File: config.mk
export PLATFORM = sky130hd
export DESIGN_NAME = quoted_key_value_line_scanner
export DESIGN_NICKNAME = d
export VERILOG_FILES = /design/src/hdl/qkvls_pkg.sv /design/src/hdl/qkvls_cfg.sv /design/src/hdl/quoted_key_value_line_scanner.sv
export SDC_FILE = /design/constraint.sdc
export NUM_CORES = 1
export LEC_CHECK = 0
export BUFFER_PORTS_ARGS = -buffer_cell sky130_fd_sc_hd__buf_2
export CAP_MARGIN = 5
export CORE_ASPECT_RATIO = 1.5
export CORE_MARGIN = 4
export CORE_UTILIZATION = 59
export DETAILED_ROUTE_END_ITERATION = 12
export GPL_TIMING_DRIVEN = 1
export MAX_ROUTING_LAYER = met4
export PLACE_DENSITY_LB_ADDON = 0.1
export SYNTH_ARGS = -nofsm -noshare
export SYNTH_HDL_FRONTEND = slang
export SYNTH_SLANG_ARGS = --single-unit
File: constraint.sdc
create_clock -name clk -period 3.75 [get_ports clk]
set_clock_uncertainty 0.1 [all_clocks]
set_input_delay 0.1875 -clock clk [delete_from_list [all_inputs] [get_ports clk]]
set_output_delay 0.1875 -clock clk [all_outputs]
set_load 0.005 [all_outputs]
File: src/hdl/qkvls_pkg.sv
`timescale 1ns / 1ps

package qkvls_pkg;

  // key store: three 64-bit registers of eight characters each
  localparam int MAX_KEY_LENGTH = 24;
  localparam int KEY_POS_W      = $clog2(MAX_KEY_LENGTH + 1);
  localparam int REG_DATA_W     = 64;
  localparam int ADDR_W         = 6;
  localparam int REG_SEL_W      = 3;

  // characters the scanner reacts to
  localparam logic [7:0] CHAR_NUL     = 8'h00;
  localparam logic [7:0] CHAR_NEWLINE = 8'h0A;
  localparam logic [7:0] CHAR_QUOTE   = 8'h22;
  localparam logic [7:0] CHAR_EQUALS  = 8'h3D;

  // register indexes, at byte address 8 * index
  localparam logic [REG_SEL_W-1:0] REG_KEY_CHARS_A    = 3'd0;
  localparam logic [REG_SEL_W-1:0] REG_KEY_CHARS_B    = 3'd1;
  localparam logic [REG_SEL_W-1:0] REG_KEY_CHARS_C    = 3'd2;
  localparam logic [REG_SEL_W-1:0] REG_KEY_LENGTH     = 3'd3;
  localparam logic [REG_SEL_W-1:0] REG_VALUE_CAPACITY = 3'd4;

  localparam logic [KEY_POS_W-1:0] KEY_LENGTH_RESET     = 5'd1;
  localparam logic [7:0]           VALUE_CAPACITY_RESET = 8'd16;

  typedef enum logic [1:0] {
    ST_FOUND    = 2'd0,
    ST_UNTERM   = 2'd1,
    ST_LONG     = 2'd2,
    ST_NOTFOUND = 2'd3
  } status_t;

  typedef struct packed {
    logic [MAX_KEY_LENGTH-1:0][7:0] key_chars;
    logic [KEY_POS_W-1:0]           key_length;
    logic [7:0]                     value_capacity;
  } cfg_t;

endpackage

File: src/hdl/qkvls_cfg.sv
`timescale 1ns / 1ps

module qkvls_cfg (
  input  logic                           clk,
  input  logic                           rst,
  input  logic                           psel,
  input  logic                           penable,
  input  logic                           pwrite,
  input  logic [qkvls_pkg::ADDR_W-1:0]   paddr,
  input  logic [qkvls_pkg::REG_DATA_W-1:0] pwdata,
  output logic [qkvls_pkg::REG_DATA_W-1:0] prdata,
  output logic                           pready,
  output qkvls_pkg::cfg_t                cfg
);
  import qkvls_pkg::*;

  logic [REG_DATA_W-1:0] key_chars_a;
  logic [REG_DATA_W-1:0] key_chars_b;
  logic [REG_DATA_W-1:0] key_chars_c;
  logic [KEY_POS_W-1:0]  key_length;
  logic [7:0]            value_capacity;
  logic [REG_SEL_W-1:0]  reg_sel;
  logic                  wr_en;

  assign pready  = 1'b1;
  assign reg_sel = paddr[ADDR_W-1:ADDR_W-REG_SEL_W];
  assign wr_en   = psel & penable & pwrite & pready;

  // register writes in the access phase
  always_ff @(posedge clk) begin
    if (rst) begin
      key_chars_a    <= '0;
      key_chars_b    <= '0;
      key_chars_c    <= '0;
      key_length     <= KEY_LENGTH_RESET;
      value_capacity <= VALUE_CAPACITY_RESET;
    end else if (wr_en) begin
      unique case (reg_sel)
        REG_KEY_CHARS_A:    key_chars_a    <= pwdata;
        REG_KEY_CHARS_B:    key_chars_b    <= pwdata;
        REG_KEY_CHARS_C:    key_chars_c    <= pwdata;
        REG_KEY_LENGTH:     key_length     <= pwdata[KEY_POS_W-1:0];
        REG_VALUE_CAPACITY: value_capacity <= pwdata[7:0];
        default: ;
      endcase
    end
  end

  // read back
  always_comb begin
    unique case (reg_sel)
      REG_KEY_CHARS_A:    prdata = key_chars_a;
      REG_KEY_CHARS_B:    prdata = key_chars_b;
      REG_KEY_CHARS_C:    prdata = key_chars_c;
      REG_KEY_LENGTH:     prdata = {{(REG_DATA_W-KEY_POS_W){1'b0}}, key_length};
      REG_VALUE_CAPACITY: prdata = {{(REG_DATA_W-8){1'b0}}, value_capacity};
      default:            prdata = '0;
    endcase
  end

  assign cfg.key_chars      = {key_chars_c, key_chars_b, key_chars_a};
  assign cfg.key_length     = key_length;
  assign cfg.value_capacity = value_capacity;

endmodule

File: src/hdl/quoted_key_value_line_scanner.sv
`timescale 1ns / 1ps

// channel  | handshake                       | payload
// ---------+---------------------------------+------------------------------------
// text     | text_valid / text_ready         | text_byte, end_of_buffer
// result   | result_valid / result_ready     | is_status, value_char, status_code
// config   | psel, penable, pwrite / pready  | paddr, pwdata, prdata
//
// one text byte per cycle while no held result stalls the input; a byte reaches the result register
// after acceptance through the input register, then the per-byte phase update into the result register
// rst is synchronous and active high; it clears the scan state, the valid flags and the config registers
// a held result stalls the input register, which in turn drops text_ready

module quoted_key_value_line_scanner (
  input  logic                             clk,
  input  logic                             rst,
  input  logic                             text_valid,
  output logic                             text_ready,
  input  logic [7:0]                       text_byte,
  input  logic                             end_of_buffer,
  output logic                             result_valid,
  input  logic                             result_ready,
  output logic                             is_status,
  output logic [7:0]                       value_char,
  output logic [1:0]                       status_code,
  input  logic                             psel,
  input  logic                             penable,
  input  logic                             pwrite,
  input  logic [qkvls_pkg::ADDR_W-1:0]     paddr,
  input  logic [qkvls_pkg::REG_DATA_W-1:0] pwdata,
  output logic [qkvls_pkg::REG_DATA_W-1:0] prdata,
  output logic                             pready
);
  import qkvls_pkg::*;

  typedef enum logic [2:0] {
    PH_KEY   = 3'd0,
    PH_QUOTE = 3'd1,
    PH_VALUE = 3'd2,
    PH_SKIP  = 3'd3,
    PH_DRAIN = 3'd4
  } phase_t;

  cfg_t cfg;

  // input register
  logic       stage_valid;
  logic [7:0] text_q;
  logic       eob_q;

  // scan state
  phase_t               scan_phase, scan_phase_next;
  logic [KEY_POS_W-1:0] key_position, key_position_next;
  logic [7:0]           value_count, value_count_next;

  logic                 proc_go;
  logic                 emit;
  logic                 emit_status;
  status_t              emit_code;
  logic                 finish;
  status_t              finish_code;
  logic [KEY_POS_W-1:0] key_len;
  logic [7:0]           key_byte;
  logic [8:0]           count_inc;

  qkvls_cfg u_cfg (
    .clk     (clk),
    .rst     (rst),
    .psel    (psel),
    .penable (penable),
    .pwrite  (pwrite),
    .paddr   (paddr),
    .pwdata  (pwdata),
    .prdata  (prdata),
    .pready  (pready),
    .cfg     (cfg)
  );

  assign proc_go    = stage_valid & (~result_valid | result_ready);
  assign text_ready = ~stage_valid | proc_go;

  // effective key length and current key character
  assign key_len  = (cfg.key_length > KEY_POS_W'(MAX_KEY_LENGTH)) ?
                    KEY_POS_W'(MAX_KEY_LENGTH) : cfg.key_length;
  assign key_byte = (key_position < KEY_POS_W'(MAX_KEY_LENGTH)) ?
                    cfg.key_chars[key_position] : CHAR_NUL;
  assign count_inc = {1'b0, value_count} + 9'd1;

  // per-byte phase update
  always_comb begin
    scan_phase_next   = scan_phase;
    key_position_next = key_position;
    value_count_next  = value_count;
    finish            = 1'b0;
    finish_code       = ST_NOTFOUND;
    emit              = 1'b0;
    emit_status       = 1'b0;
    emit_code         = ST_FOUND;

    unique case (scan_phase)
      PH_KEY: begin
        if (text_q == CHAR_NUL) begin
          finish = 1'b1;
        end else begin
          if (text_q == CHAR_NEWLINE) begin
            key_position_next = '0;
          end else if (key_position < key_len) begin
            if (text_q == key_byte) key_position_next = key_position + KEY_POS_W'(1);
            else scan_phase_next = PH_SKIP;
          end else if (text_q == CHAR_EQUALS) begin
            scan_phase_next = PH_QUOTE;
          end else begin
            scan_phase_next = PH_SKIP;
          end
          finish = eob_q;
        end
      end
      PH_QUOTE: begin
        if (text_q == CHAR_NUL) begin
          finish = 1'b1;
        end else if (text_q == CHAR_NEWLINE) begin
          scan_phase_next   = PH_KEY;
          key_position_next = '0;
          finish            = eob_q;
        end else if (text_q == CHAR_QUOTE) begin
          if (cfg.value_capacity == 8'd0) begin
            finish      = 1'b1;
            finish_code = ST_LONG;
          end else begin
            scan_phase_next  = PH_VALUE;
            value_count_next = '0;
            finish           = eob_q;
            finish_code      = ST_UNTERM;
          end
        end else begin
          scan_phase_next = PH_SKIP;
          finish          = eob_q;
        end
      end
      PH_VALUE: begin
        priority if (text_q == CHAR_QUOTE) begin
          finish      = 1'b1;
          finish_code = ST_FOUND;
        end else if (text_q == CHAR_NUL) begin
          finish      = 1'b1;
          finish_code = ST_UNTERM;
        end else if (count_inc >= {1'b0, cfg.value_capacity}) begin
          finish      = 1'b1;
          finish_code = ST_LONG;
        end else if (eob_q) begin
          finish      = 1'b1;
          finish_code = ST_UNTERM;
        end else begin
          value_count_next = count_inc[7:0];
          emit             = 1'b1;
        end
      end
      PH_SKIP: begin
        if (text_q == CHAR_NUL) begin
          finish = 1'b1;
        end else begin
          if (text_q == CHAR_NEWLINE) begin
            scan_phase_next   = PH_KEY;
            key_position_next = '0;
          end
          finish = eob_q;
        end
      end
      default: begin
        // draining to the end of the buffer after the status
        if (eob_q) begin
          scan_phase_next   = PH_KEY;
          key_position_next = '0;
          value_count_next  = '0;
        end
      end
    endcase

    // final status ends the search
    if (finish) begin
      emit              = 1'b1;
      emit_status       = 1'b1;
      emit_code         = finish_code;
      scan_phase_next   = eob_q ? PH_KEY : PH_DRAIN;
      key_position_next = '0;
      value_count_next  = '0;
    end
  end

  // input register, scan state and result register
  always_ff @(posedge clk) begin
    if (rst) begin
      stage_valid  <= 1'b0;
      result_valid <= 1'b0;
      scan_phase   <= PH_KEY;
      key_position <= '0;
      value_count  <= '0;
    end else begin
      if (text_ready) stage_valid <= text_valid;
      if (proc_go) begin
        result_valid <= emit;
        scan_phase   <= scan_phase_next;
        key_position <= key_position_next;
        value_count  <= value_count_next;
      end else if (result_ready) begin
        result_valid <= 1'b0;
      end
    end
    if (text_valid && text_ready) begin
      text_q <= text_byte;
      eob_q  <= end_of_buffer;
    end
    if (proc_go && emit) begin
      is_status   <= emit_status;
      value_char  <= emit_status ? CHAR_NUL : text_q;
      status_code <= emit_status ? emit_code : ST_FOUND;
    end
  end

`ifndef NO_ASSERTIONS
  // key match never runs past the key store
  a_key_pos_bound: assert property (@(posedge clk) disable iff (rst)
    key_position <= KEY_POS_W'(MAX_KEY_LENGTH))
    else $error("key position beyond key store");

  // a value byte is never a terminator and carries no status
  a_value_byte: assert property (@(posedge clk) disable iff (rst)
    (result_valid && !is_status) |->
      (value_char != CHAR_NUL && value_char != CHAR_QUOTE && status_code == ST_FOUND))
    else $error("bad value byte result");

  // a byte held in the input register waits unchanged
  a_stage_hold: assert property (@(posedge clk) disable iff (rst)
    (stage_valid && !proc_go) |=> (stage_valid && $stable(text_q) && $stable(eob_q)))
    else $error("input register lost a waiting byte");

  // a status result restarts the counters
  a_status_clears: assert property (@(posedge clk) disable iff (rst)
    (proc_go && emit_status) |=>
      (result_valid && is_status && key_position == '0 && value_count == '0))
    else $error("status did not clear scan counters");
`endif

endmodule

==> results of run 1 <==
-- through the flow --
step           setup WS [ps]  hold slack (ps)  utilization  cells  area (um2)
2_1_floorplan            308              186            -   1638       12800
3_3_place_gp             211              266        0.650   1978       13800
3_5_place_dp            71.9              266        0.650   1978       13800
4_1_cts                 58.4              194        0.726   2099       15400
5_1_grt                 15.1              215        0.727   2101       15400
6_report                 226              204        0.727   2101       15400
-- worst max-delay path by stage --
stage | to | slack (ps) | cells past startpoint
after detailed placement | scan_phase[0]$_SDFFE_PP0P_ | 70 | 12
after floorplan | scan_phase[0]$_SDFFE_PP0P_ | 310 | 13
after CTS | scan_phase[0]$_SDFFE_PP0P_ | 60 | 12
after global routing | scan_phase[0]$_SDFFE_PP0P_ | 20 | 12
after global placement | scan_phase[0]$_SDFFE_PP0P_ | 210 | 12
final | scan_phase[0]$_SDFFE_PP0P_ | 230 | 12
-- critical path, delay by kind of cell (launching register included) --
kind                     cells  cell delay [ps]
AO/OA/AOI/OAI                5              880
adder cells (fa/ha/maj)      2              550
flip-flops                   1              350
XOR/XNOR                     1              170
AND/OR/NAND/NOR              4             1390
-- area by class of cell --
class,instances,area (um2)
multi-input cells,1251,7230
fillers,1720,5790
flip-flops and latches,243,5070
repair buffers,275,1880
clock buffers,34,722
well taps,268,335
clock inverters,10,129
inverters,19,71.3
diodes,1,2.50
-- flip-flops by register name (all words and copies together) (netlist names), 8 cells and up --
signal	count
text_q	8
u_cfg.key_chars_b	64
u_cfg.value_capacity	8
u_cfg.key_chars_a	64
value_count	8
value_char	8
u_cfg.key_chars_c	64
-- synth_stat cells (13+ instances only) --
cell type / instances
mux4_2: 28
ha_1: 14
and3_1: 16
o21ai_0: 23
inv_1: 19
a21oi_1: 275
mux2i_1: 101
nor2_1: 163
nand2_1: 413
dfxtp_1: 223
nand3_1: 14
mux2_2: 16
o22ai_1: 14
buf_2: 13
edfxtp_1: 20
clkbuf_1: 97
nor2b_1: 14
-- placed cells by master, fill, tap and decap left out, types with 4 or more instances in the layout --
| cell | count |
|---|---|
| nand2_1 | 413 |
| a21oi_1 | 275 |
| dfxtp_1 | 220 |
| nor2_1 | 161 |
| buf_2 | 157 |
| mux2i_1 | 101 |
| dlygate4sd3_1 | 77 |
| buf_4 | 39 |
| mux4_2 | 28 |
| clkbuf_16 | 26 |
| o21ai_0 | 23 |
| edfxtp_1 | 20 |
| inv_1 | 19 |
| mux2_2 | 16 |
| and3_1 | 15 |
| nand3_1 | 14 |
| o22ai_1 | 14 |
| ha_1 | 14 |
| nor2b_1 | 13 |
| nand2b_1 | 10 |
| a211oi_1 | 10 |
| nand3b_1 | 10 |
| nor3_1 | 8 |
| nor4_1 | 7 |
| and2_1 | 7 |
| a31oi_1 | 7 |
| xor2_1 | 7 |
| or2_2 | 7 |
| o221ai_1 | 6 |
| o211ai_1 | 6 |
| clkinv_2 | 6 |
| a211o_1 | 5 |
| o21a_1 | 5 |
| nand4_1 | 5 |
| o31ai_1 | 4 |
| or3_1 | 4 |
| or4_1 | 4 |
| clkbuf_8 | 4 |
-- layer usage --
layer  vias to the layer above  wire, um  GRT usage  share of wire
met3                       144      3270     0.0420          0.071
met4                         0      2960      0.203          0.065
met2                       671     22300      0.618           0.49
met5                         -         0          -              0
met1                      6134     17200      0.459           0.38
li1                       6018         -          -              -
-- power groups by stage --
stage          clock network [mW]  registers (mW)  logic (mW)
6_report                     2.61            2.69       0.442
5_1_grt                      2.72            2.69       0.471
4_1_cts                      2.61            2.68       0.430
3_5_place_dp                    0            2.74       0.366
3_3_place_gp                    0            2.74       0.362
2_1_floorplan                   0            2.73       0.218
-- cell families (layout without fill, tap and decap cells) --
logic type	Yosys count	in the layout	share of synthesized area
AND/OR/NAND/NOR	698	698	0.230
AO/OA/AOI/OAI	384	384	0.169
flip-flops	243	243	0.395
multiplexers	145	145	0.142
buffers and inverters	144	338	0.0451
adder cells (fa/ha/maj)	14	14	0.0136
XOR/XNOR	9	9	0.00614
other	1	2	0.000292
-- what timing repair did --
action,4_1_cts,5_1_grt
hold endpoints to repair,218,0
setup endpoints to repair,0,9
buffers inserted,0,1
resized for setup,0,4
hold buffers,77,0
==> flow_metrics.env, run 1 <==
export IMPL_drv_cap=0
export IMPL_hpwl_um=31500
export IMPL_synth_nets=1738
export IMPL_r2r_start="value_count[0]$_SDFFE_PP0P_"
export IMPL_min_from="paddr[3]"
export IMPL_synthArstFlopShare=0
export IMPL_critPathKind="reg -> reg"
export IMPL_relSlewSlack=0.414
export IMPL_area_growth_syn_to_layout_pct=20.3
export IMPL_r2r_end="scan_phase[0]$_SDFFE_PP0P_"
export IMPL_cp_slowest_stage_delay_ps=660
export IMPL_hold_violations=0
export IMPL_min_path_type="in -> reg"
export IMPL_pwr_share_comb=0.077
export IMPL_grt_pass1_wl_um=70100
export IMPL_synth_top_area_frac=0.348
export IMPL_drive_gt1_frac=0.171
export IMPL_worstMarginPinSlew_ps=878
export IMPL_sw_frac_of_total=0.237
export IMPL_yosysWarnings=0
export IMPL_numCtsBuffers=24
export IMPL_finalCriticalPeriod_ps=3520
export IMPL_grt_usage=0.380
export IMPL_netlist_area_um2=12800
export IMPL_io_pin_count=164
export IMPL_cts_tree="done"
export IMPL_io_buffer_count=159
export IMPL_drc_errors=0
export IMPL_power_switching_mw=1.36
export IMPL_ys_ff_latch=243
export IMPL_ir_drop_mv=0.355
export IMPL_clkLatencyLatePin_ps=530
export IMPL_place_congestion=1.01
export IMPL_final_antenna_net_count=0
export IMPL_die_w_um=128
export IMPL_regToRegSetupSlack_ps=230
export IMPL_grt_overflow_total=0
export IMPL_startpoint_type="flip-flop"
export IMPL_clockBufferDepth=3
export IMPL_drt_total_wl_um=45800
export IMPL_htree_num_levels=1
export IMPL_worstSetupStartpoint="value_count[0]$_SDFFE_PP0P_"
export IMPL_viasPerCell=6.17
export IMPL_die_area_um2=24200
export IMPL_grt_max_degree=83
export IMPL_die_y_um=189
export IMPL_power_leakage_nw=5.80
export IMPL_start_util=0.605
export IMPL_vias=13000
export IMPL_maxSlewViolCount=0
export IMPL_nNetsFinal=1914
export IMPL_path_max_fanout=6
export IMPL_setup_viol=0
export IMPL_synth_ff_type="dfxtp_1"
export IMPL_synthCells=1638
export IMPL_intPower_mw=4.38
export IMPL_end_kind="flip-flop"
export IMPL_cts_root_buffer="clkbuf_16"
export IMPL_clock_fmax_mhz=284
export IMPL_synth_edf_count=20
export IMPL_cts_sinks=243
export IMPL_grt_pass1_vias=12300
export IMPL_fin_crit_sh=0.940
export IMPL_pwr_share_clk=0.455
export IMPL_syn_area_per_cell_um2=7.83
export IMPL_setup_tns_ps=0
export IMPL_crit_required_ps=4090
export IMPL_worstHoldPathCells=5
export IMPL_slowest_stage="or4b_2"
export IMPL_critical_path_most_common_cell="ha_1"
export IMPL_seq_power_share=0.468
export IMPL_power_density_nw_per_um2=372
export IMPL_wl_per_cell_um=21.8
export IMPL_dr_pass1_iters=5
export IMPL_worstPathCellList="ha_1, and3_1, and3_2, xor2_1, ha_1, o21a_1, o21ai_0, a31oi_2, or4_4, o211ai_1, or4b_2, o31ai_1"
export IMPL_yosysTopAreaCell="dfxtp_1"
export IMPL_hold_path_endpoint="u_cfg.key_length[0]$_SDFFE_PP1P_"
export IMPL_rr_worst_depth=12
export IMPL_antenna_found_initial=1
export IMPL_path_clk_slew_ps=60
export IMPL_seq_area_frac_synth=0.395
export IMPL_synth_area_top_cells="dfxtp_1 (35%), nand2_1 (12%), a21oi_1 (11%), mux2i_1 (7.9%), mux4_2 (4.9%)"
export IMPL_cp_arrival_ps=3870
export IMPL_first_iter_violations=1246
export IMPL_ys_types=64
export IMPL_p_total_mw=5.74
export IMPL_rsz0062_at_grt="false"
export IMPL_status="complete, no violations"
export IMPL_core_area_um2=21200
export IMPL_fp_row_count=65
Note: power is estimated with default switching activity, not from simulation.
==> inputs of run 2 (changes only) <==
Settings changed: ABC_AREA set to 1, CORE_UTILIZATION 59 to 58.
==> flow_metrics.env, run 2 <==
export IMPL_cts_root_buffer="clkbuf_16"
export IMPL_worstHoldPathCells=6
export IMPL_synth_fa_ha_area_frac=0.0141
export IMPL_vias=13200
export IMPL_synth_commonest_cells="nand2_1 (319), o21ai_0 (244), dfxtp_1 (223)"
export IMPL_reg_largest_list="u_cfg.key_chars_a (64), u_cfg.key_chars_b (64), u_cfg.key_chars_c (64)"
export IMPL_rsz0062_at_grt="false"
export IMPL_r2r_start="value_count[0]$_SDFFE_PP0P_"
export IMPL_grt_overflow_total=0
export IMPL_synth_edf_count=20
export IMPL_critPathKind="reg -> reg"
export IMPL_rr_worst_depth=15
export IMPL_placed_cell_area_um2=13200
export IMPL_synth_simple_area_share=0.229
export IMPL_synthArstFlopShare=0
export IMPL_core_area_um2=21100
export IMPL_die_area_um2=23900
export IMPL_maxSlewViolCount=0
export IMPL_path_max_fanout=18
export IMPL_setup_viol=0
export IMPL_fp_row_count=65
export IMPL_die_y_um=187
export IMPL_io_pin_count=164
export IMPL_cts_sinks=243
export IMPL_postCtsSetupBuffers=0
export IMPL_synth_ff_type="dfxtp_1"
export IMPL_grt_max_degree=103
export IMPL_clockBufferDepth=3
export IMPL_final_antenna_net_count=0
export IMPL_multi_input_area_um2=6030
export IMPL_hold_violations=0
export IMPL_setup_tns_ps=0
export IMPL_area_growth_syn_to_layout_pct=19.2
export IMPL_clock_fmax_mhz=308
export IMPL_r2r_end="value_char[3]$_SDFFCE_PP0P_"
export IMPL_synth_top_area_frac=0.359
export IMPL_nNetsFinal=2064
export IMPL_synth_nets=1901
export IMPL_design_area_um2=14800
export IMPL_syn_area_per_cell_um2=6.90
export IMPL_drt_total_wl_um=40300
export IMPL_synth_most_common_cell="nand2_1"
export IMPL_seq_area_um2=5070
export IMPL_min_from="paddr[5]"
export IMPL_synth_area_top_cells="dfxtp_1 (36%), o21ai_0 (9.8%), nand2_1 (9.6%), a21oi_1 (7.6%), inv_1 (6.1%)"
export IMPL_synthCells=1801
export IMPL_cts_tree="done"
export IMPL_startpoint_type="flip-flop"
export IMPL_path_clk_slew_ps=60
export IMPL_fill_cells=1824
export IMPL_regToRegSetupSlack_ps=500
export IMPL_finalCriticalPeriod_ps=3250
export IMPL_crit_required_ps=3830
export IMPL_htree_num_levels=1
export IMPL_viasPerCell=5.85
export IMPL_io_buffer_count=159
export IMPL_place_congestion=0.934
export IMPL_end_kind="flip-flop"
export IMPL_synthXorXnorAreaFrac=0.00564
export IMPL_drv_cap=0
export IMPL_numCtsBuffers=25
export IMPL_status="complete, no violations"
export IMPL_fin_crit_sh=0.866
export IMPL_netlist_area_um2=12400
export IMPL_synth_top_family_by_area="compound AO/OA/AOI/OAI gates"
export IMPL_drive_gt1_frac=0.126
export IMPL_num_antenna_cells=0
export IMPL_worstMarginPinSlew_ps=890
export IMPL_yosysTopAreaCell="dfxtp_1"
export IMPL_die_w_um=128
export IMPL_postCtsResizedCells=0
export IMPL_synth_compound_area_frac=0.236
export IMPL_seq_area_frac_synth=0.408
export IMPL_antenna_found_initial=0
export IMPL_clkLatencyLatePin_ps=540
export IMPL_yosysWarnings=0
export IMPL_min_path_type="in -> reg"
export IMPL_grt_usage=0.338
export IMPL_ys_types=47
export IMPL_cts_hold_buffers=77
export IMPL_dr_pass1_iters=5
export IMPL_relSlewSlack=0.406
export IMPL_drc_errors=0
export IMPL_grt_pass1_vias=12500
export IMPL_cp_arrival_ps=3330
export IMPL_power_leakage_nw=6.19
export IMPL_start_util=0.590
export IMPL_ir_drop_mv=0.432
export IMPL_first_iter_violations=1292
export IMPL_ys_ff_latch=243
export IMPL_layout_common_cells="nand2_1 (318), o21ai_0 (244), dfxtp_1 (221), inv_1 (199), a21oi_1 (188)"
export IMPL_grt_pass1_wl_um=64500
export IMPL_wl_per_cell_um=17.9
export IMPL_mostFrequentLayoutCell="nand2_1"
export IMPL_power_density_nw_per_um2=408
export IMPL_hpwl_um=26300
export IMPL_hold_path_endpoint="u_cfg.key_length[0]$_SDFFE_PP1P_"
export IMPL_synthMuxAreaShare=0
-- run 2: cell count changes after synthesis, sizes merged, moves of 15 or more --
cell,previous run,this run
a21oi,275,188
and3,16,1
clkbuf,97,82
inv,19,207
mux2,16,0
mux2i,101,0
mux4,28,0
nand2,413,324
nand3,14,144
nor2,163,186
o21ai,24,250
o221ai,6,55
-- run 2: final cells by class --
type                            count  share of cell area
Multi-Input combinational cell   1226               0.407
Sequential cell                   243               0.342
Timing Repair Buffer              256               0.118
Inverter                          212              0.0541
Clock buffer                       41              0.0530
Tap cell                          268              0.0226
Clock inverter                      5             0.00236
-- run 2: how the worst max path moves through the flow --
stage | startpoint | slack, ps | endpoint
CTS | value_count[0]$_SDFFE_PP0P_ | 490 | value_char[3]$_SDFFCE_PP0P_
floorplan | value_count[0]$_SDFFE_PP0P_ | 1060 | is_status$_DFFE_PP_
finish | value_count[0]$_SDFFE_PP0P_ | 500 | value_char[3]$_SDFFCE_PP0P_
global route | value_count[0]$_SDFFE_PP0P_ | 130 | status_code[0]$_SDFFCE_PN0P_
detailed placement | value_count[0]$_SDFFE_PP0P_ | 480 | value_char[7]$_SDFFCE_PP0P_
global placement | value_count[0]$_SDFFE_PP0P_ | 600 | value_char[1]$_SDFFCE_PP0P_
-- run 2: worst max-delay path: stages, from the launching register on --
cell and delay, ps:
dfxtp_1 420, ha_1 210, nand3_1 120, xor2_1 200
inv_1 70, ha_1 320, nand4_1 100, a21oi_1 120
nor2_1 50, o21ai_0 180, nand2_1 110, nand3_2 90
nand2_2 70, nand2_4 200, o21ai_0 150, inv_1 380
-- run 2: power by group --
| group | switching (mW) | total [mW] | internal [mW] |
|---|---|---|---|
| combinational | 0.534 | 0.817 | 0.283 |
| sequential | 0.0484 | 2.73 | 2.68 |
| clock | 1.07 | 2.50 | 1.43 |
-- run 2: through the flow --
stage / std cells / utilization / total power [mW] / hold slack (ps) / worst slack [ps]
6_report: 2251 / 0.703 / 6.04 / 141 / 503
5_1_grt: 2251 / 0.703 / 6.26 / 190 / 125
4_1_cts: 2251 / 0.703 / 6.04 / 120 / 488
3_5_place_dp: 2128 / 0.628 / 3.52 / 266 / 483
3_3_place_gp: 2128 / 0.628 / 3.51 / 265 / 597
2_1_floorplan: 1801 / - / 3.28 / 157 / 1060
-- run 2: metal layers --
layer | GRT usage | wire (um) | vias to the layer above
li1 | - | - | 6346
met1 | 0.409 | 15800 | 6115
met4 | 0.168 | 2240 | 0
met2 | 0.554 | 19500 | 584
met3 | 0.0411 | 2780 | 129
met5 | - | 0 | -
-- run 2: logic make-up (layout without fill, tap and decap cells) --
family | count (synthesis) | count (layout)
other | 1 | 1
AND/OR/NAND/NOR | 680 | 680
flip-flops | 243 | 243
buffers and inverters | 332 | 514
AO/OA/AOI/OAI | 523 | 523
adder cells (fa/ha/maj) | 14 | 14
XOR/XNOR | 8 | 8
==> inputs of run 3 (changes only) <==
Settings changed: CELL_PAD_IN_SITES_DETAIL_PLACEMENT set to 0, CELL_PAD_IN_SITES_GLOBAL_PLACEMENT set to 2, CORE_UTILIZATION 58 to 32.
==> flow_metrics.env, run 3 (synthesized netlist as in run 2, its figures left out) <==
export IMPL_grt_usage=0.229
export IMPL_die_y_um=249
export IMPL_io_pin_count=164
export IMPL_end_kind="flip-flop"
export IMPL_dp_slack_ps=384
export IMPL_slowest_stage="dlygate4sd3_1"
export IMPL_grt_pass1_vias=12400
export IMPL_seq_power_share=0.433
export IMPL_drv_cap=0
export IMPL_mostFrequentLayoutCell="nand2_1"
export IMPL_cp_arrival_ps=3660
export IMPL_nNetsFinal=2071
export IMPL_grt_max_degree=129
export IMPL_htree_num_levels=1
export IMPL_startpoint_type="flip-flop"
export IMPL_post_route_util=0.396
export IMPL_ir_drop_mv=0.244
export IMPL_power_density_nw_per_um2=412
export IMPL_drt_total_wl_um=48100
export IMPL_drive_gt1_frac=0.126
export IMPL_sw_frac_of_total=0.281
export IMPL_fin_hold_ws_ps=98.9
export IMPL_power_switching_mw=1.76
export IMPL_path_delay_family="simple AND/OR/NAND/NOR gates"
export IMPL_clock_fmax_mhz=302
export IMPL_die_w_um=169
export IMPL_final_antenna_net_count=0
export IMPL_setup_viol=0
export IMPL_rsz0062_at_grt="false"
export IMPL_path_clk_slew_ps=60
export IMPL_hpwl_um=31900
export IMPL_cts_tree="done"
export IMPL_maxSlewViolCount=0
export IMPL_min_path_type="in -> reg"
export IMPL_clockBufferDepth=3
export IMPL_cts_sinks=243
export IMPL_path_max_fanout=18
export IMPL_first_iter_violations=847
export IMPL_viasPerCell=5.03
export IMPL_cp_slowest_stage_delay_ps=550
export IMPL_vias=12500
export IMPL_io_buffer_count=159
export IMPL_critPathKind="reg -> reg"
export IMPL_place_congestion=0.852
export IMPL_worstPathCellList="ha_1, nand3_1, nand3b_1, xor2_1, inv_1, ha_1, a21oi_1, o21ai_0, nand2_1, nand3_2, nand2_2, nand2_4, o21ai_1, a21oi_1, dlygate4sd3_1"
export IMPL_power_leakage_nw=6.24
export IMPL_pwr_share_comb=0.137
export IMPL_grt_overflow_total=0
export IMPL_reg_largest_list="u_cfg.key_chars_a (64), u_cfg.key_chars_b (64), u_cfg.key_chars_c (64)"
export IMPL_pwr_share_clk=0.430
export IMPL_critical_path_buf_inv_count=2
export IMPL_drc_errors=0
export IMPL_status="complete, no violations"
export IMPL_wl_per_cell_um=19.3
export IMPL_fin_crit_sh=0.883
export IMPL_cts_root_buffer="clkbuf_16"
export IMPL_numCtsBuffers=28
export IMPL_clkLatencyLatePin_ps=560
export IMPL_antenna_found_initial=1
export IMPL_layout_common_cells="nand2_1 (318), o21ai_0 (243), dfxtp_1 (221), inv_1 (199), a21oi_1 (188)"
export IMPL_hold_violations=0
export IMPL_p_total_mw=6.28
export IMPL_intPower_mw=4.52
export IMPL_setup_ws_ps=440
export IMPL_relSlewSlack=0.365
export IMPL_start_util=0.323
export IMPL_setup_tns_ps=0
export IMPL_crit_required_ps=4100
export IMPL_area_growth_syn_to_layout_pct=22.5
export IMPL_finalCriticalPeriod_ps=3310
export IMPL_worstMarginPinSlew_ps=951
export IMPL_core_area_um2=38400
export IMPL_dr_pass1_iters=5
export IMPL_fp_row_count=88
export IMPL_die_area_um2=42100
export IMPL_grt_pass1_wl_um=74100
[run 3: cell type report]
class	instances	area [um2]
fill	4211	23200
multi-input combinational	1226	6030
sequential	243	5070
timing repair buffer	260	1830
clock buffer	42	805
inverter	212	802
tap	495	619
clock inverter	7	68.8
antenna	1	2.50
[run 3: stage by stage]
step	std cells	cell area, um2
2_1_floorplan	1801	12400
3_3_place_gp	2357	13600
3_5_place_dp	2357	13600
4_1_cts	2485	15200
5_1_grt	2486	15200
6_report	2486	15200
[run 3: final timing paths]
| path | from | end | slack [ps] | cells after the start |
|---|---|---|---|---|
| worst max register to register | value_count[0]$_SDFFE_PP0P_ | result_valid$_SDFFE_PP0P_ | 440 | 15 |
| worst min register to register | u_cfg.key_chars_c[22]$_SDFFE_PP0P_ | u_cfg.key_chars_c[22]$_SDFFE_PP0P_ | 360 | 2 |
| worst max-delay path | value_count[0]$_SDFFE_PP0P_ | result_valid$_SDFFE_PP0P_ | 440 | 15 |
| worst min-delay path | paddr[5] | u_cfg.key_length[0]$_SDFFE_PP1P_ | 100 | 6 |
[run 3: what timing repair did]
item,4_1_cts,5_1_grt
hold buffers,79,0
endpoints found under the setup margin,0,12
endpoints found under the hold margin,218,0
gates resized for setup,0,1
buffers inserted,0,0
[run 3: layer usage]
| layer | vias to the layer above | share of wire | global-route usage |
|---|---|---|---|
| met5 | - | 0 | - |
| met4 | 0 | 0.028 | 0.0677 |
| met3 | 60 | 0.037 | 0.0235 |
| met2 | 297 | 0.49 | 0.389 |
| met1 | 5801 | 0.44 | 0.287 |
| li1 | 6342 | - | - |
[run 3: power by group through the flow]
| stage | Clock (mW) | Sequential [mW] | Combinational, mW |
|---|---|---|---|
| after floorplan | 0 | 2.76 | 0.519 |
| after global placement | 0 | 2.78 | 0.800 |
| after detailed placement | 0 | 2.78 | 0.800 |
| after CTS | 2.78 | 2.72 | 0.868 |
| after global routing | 2.87 | 2.73 | 0.963 |
| final | 2.70 | 2.72 | 0.860 |
[run 3: worst register-to-register path: stages, from the launching register on]
cell and delay, ps:
dfxtp_1 430, ha_1 210, nand3_1 120, nand3b_1 220, xor2_1 210, inv_1 70
ha_1 290, a21oi_1 130, o21ai_0 120, nand2_1 110, nand3_2 80, nand2_2 90
nand2_4 130, o21ai_1 240, a21oi_1 90, dlygate4sd3_1 550
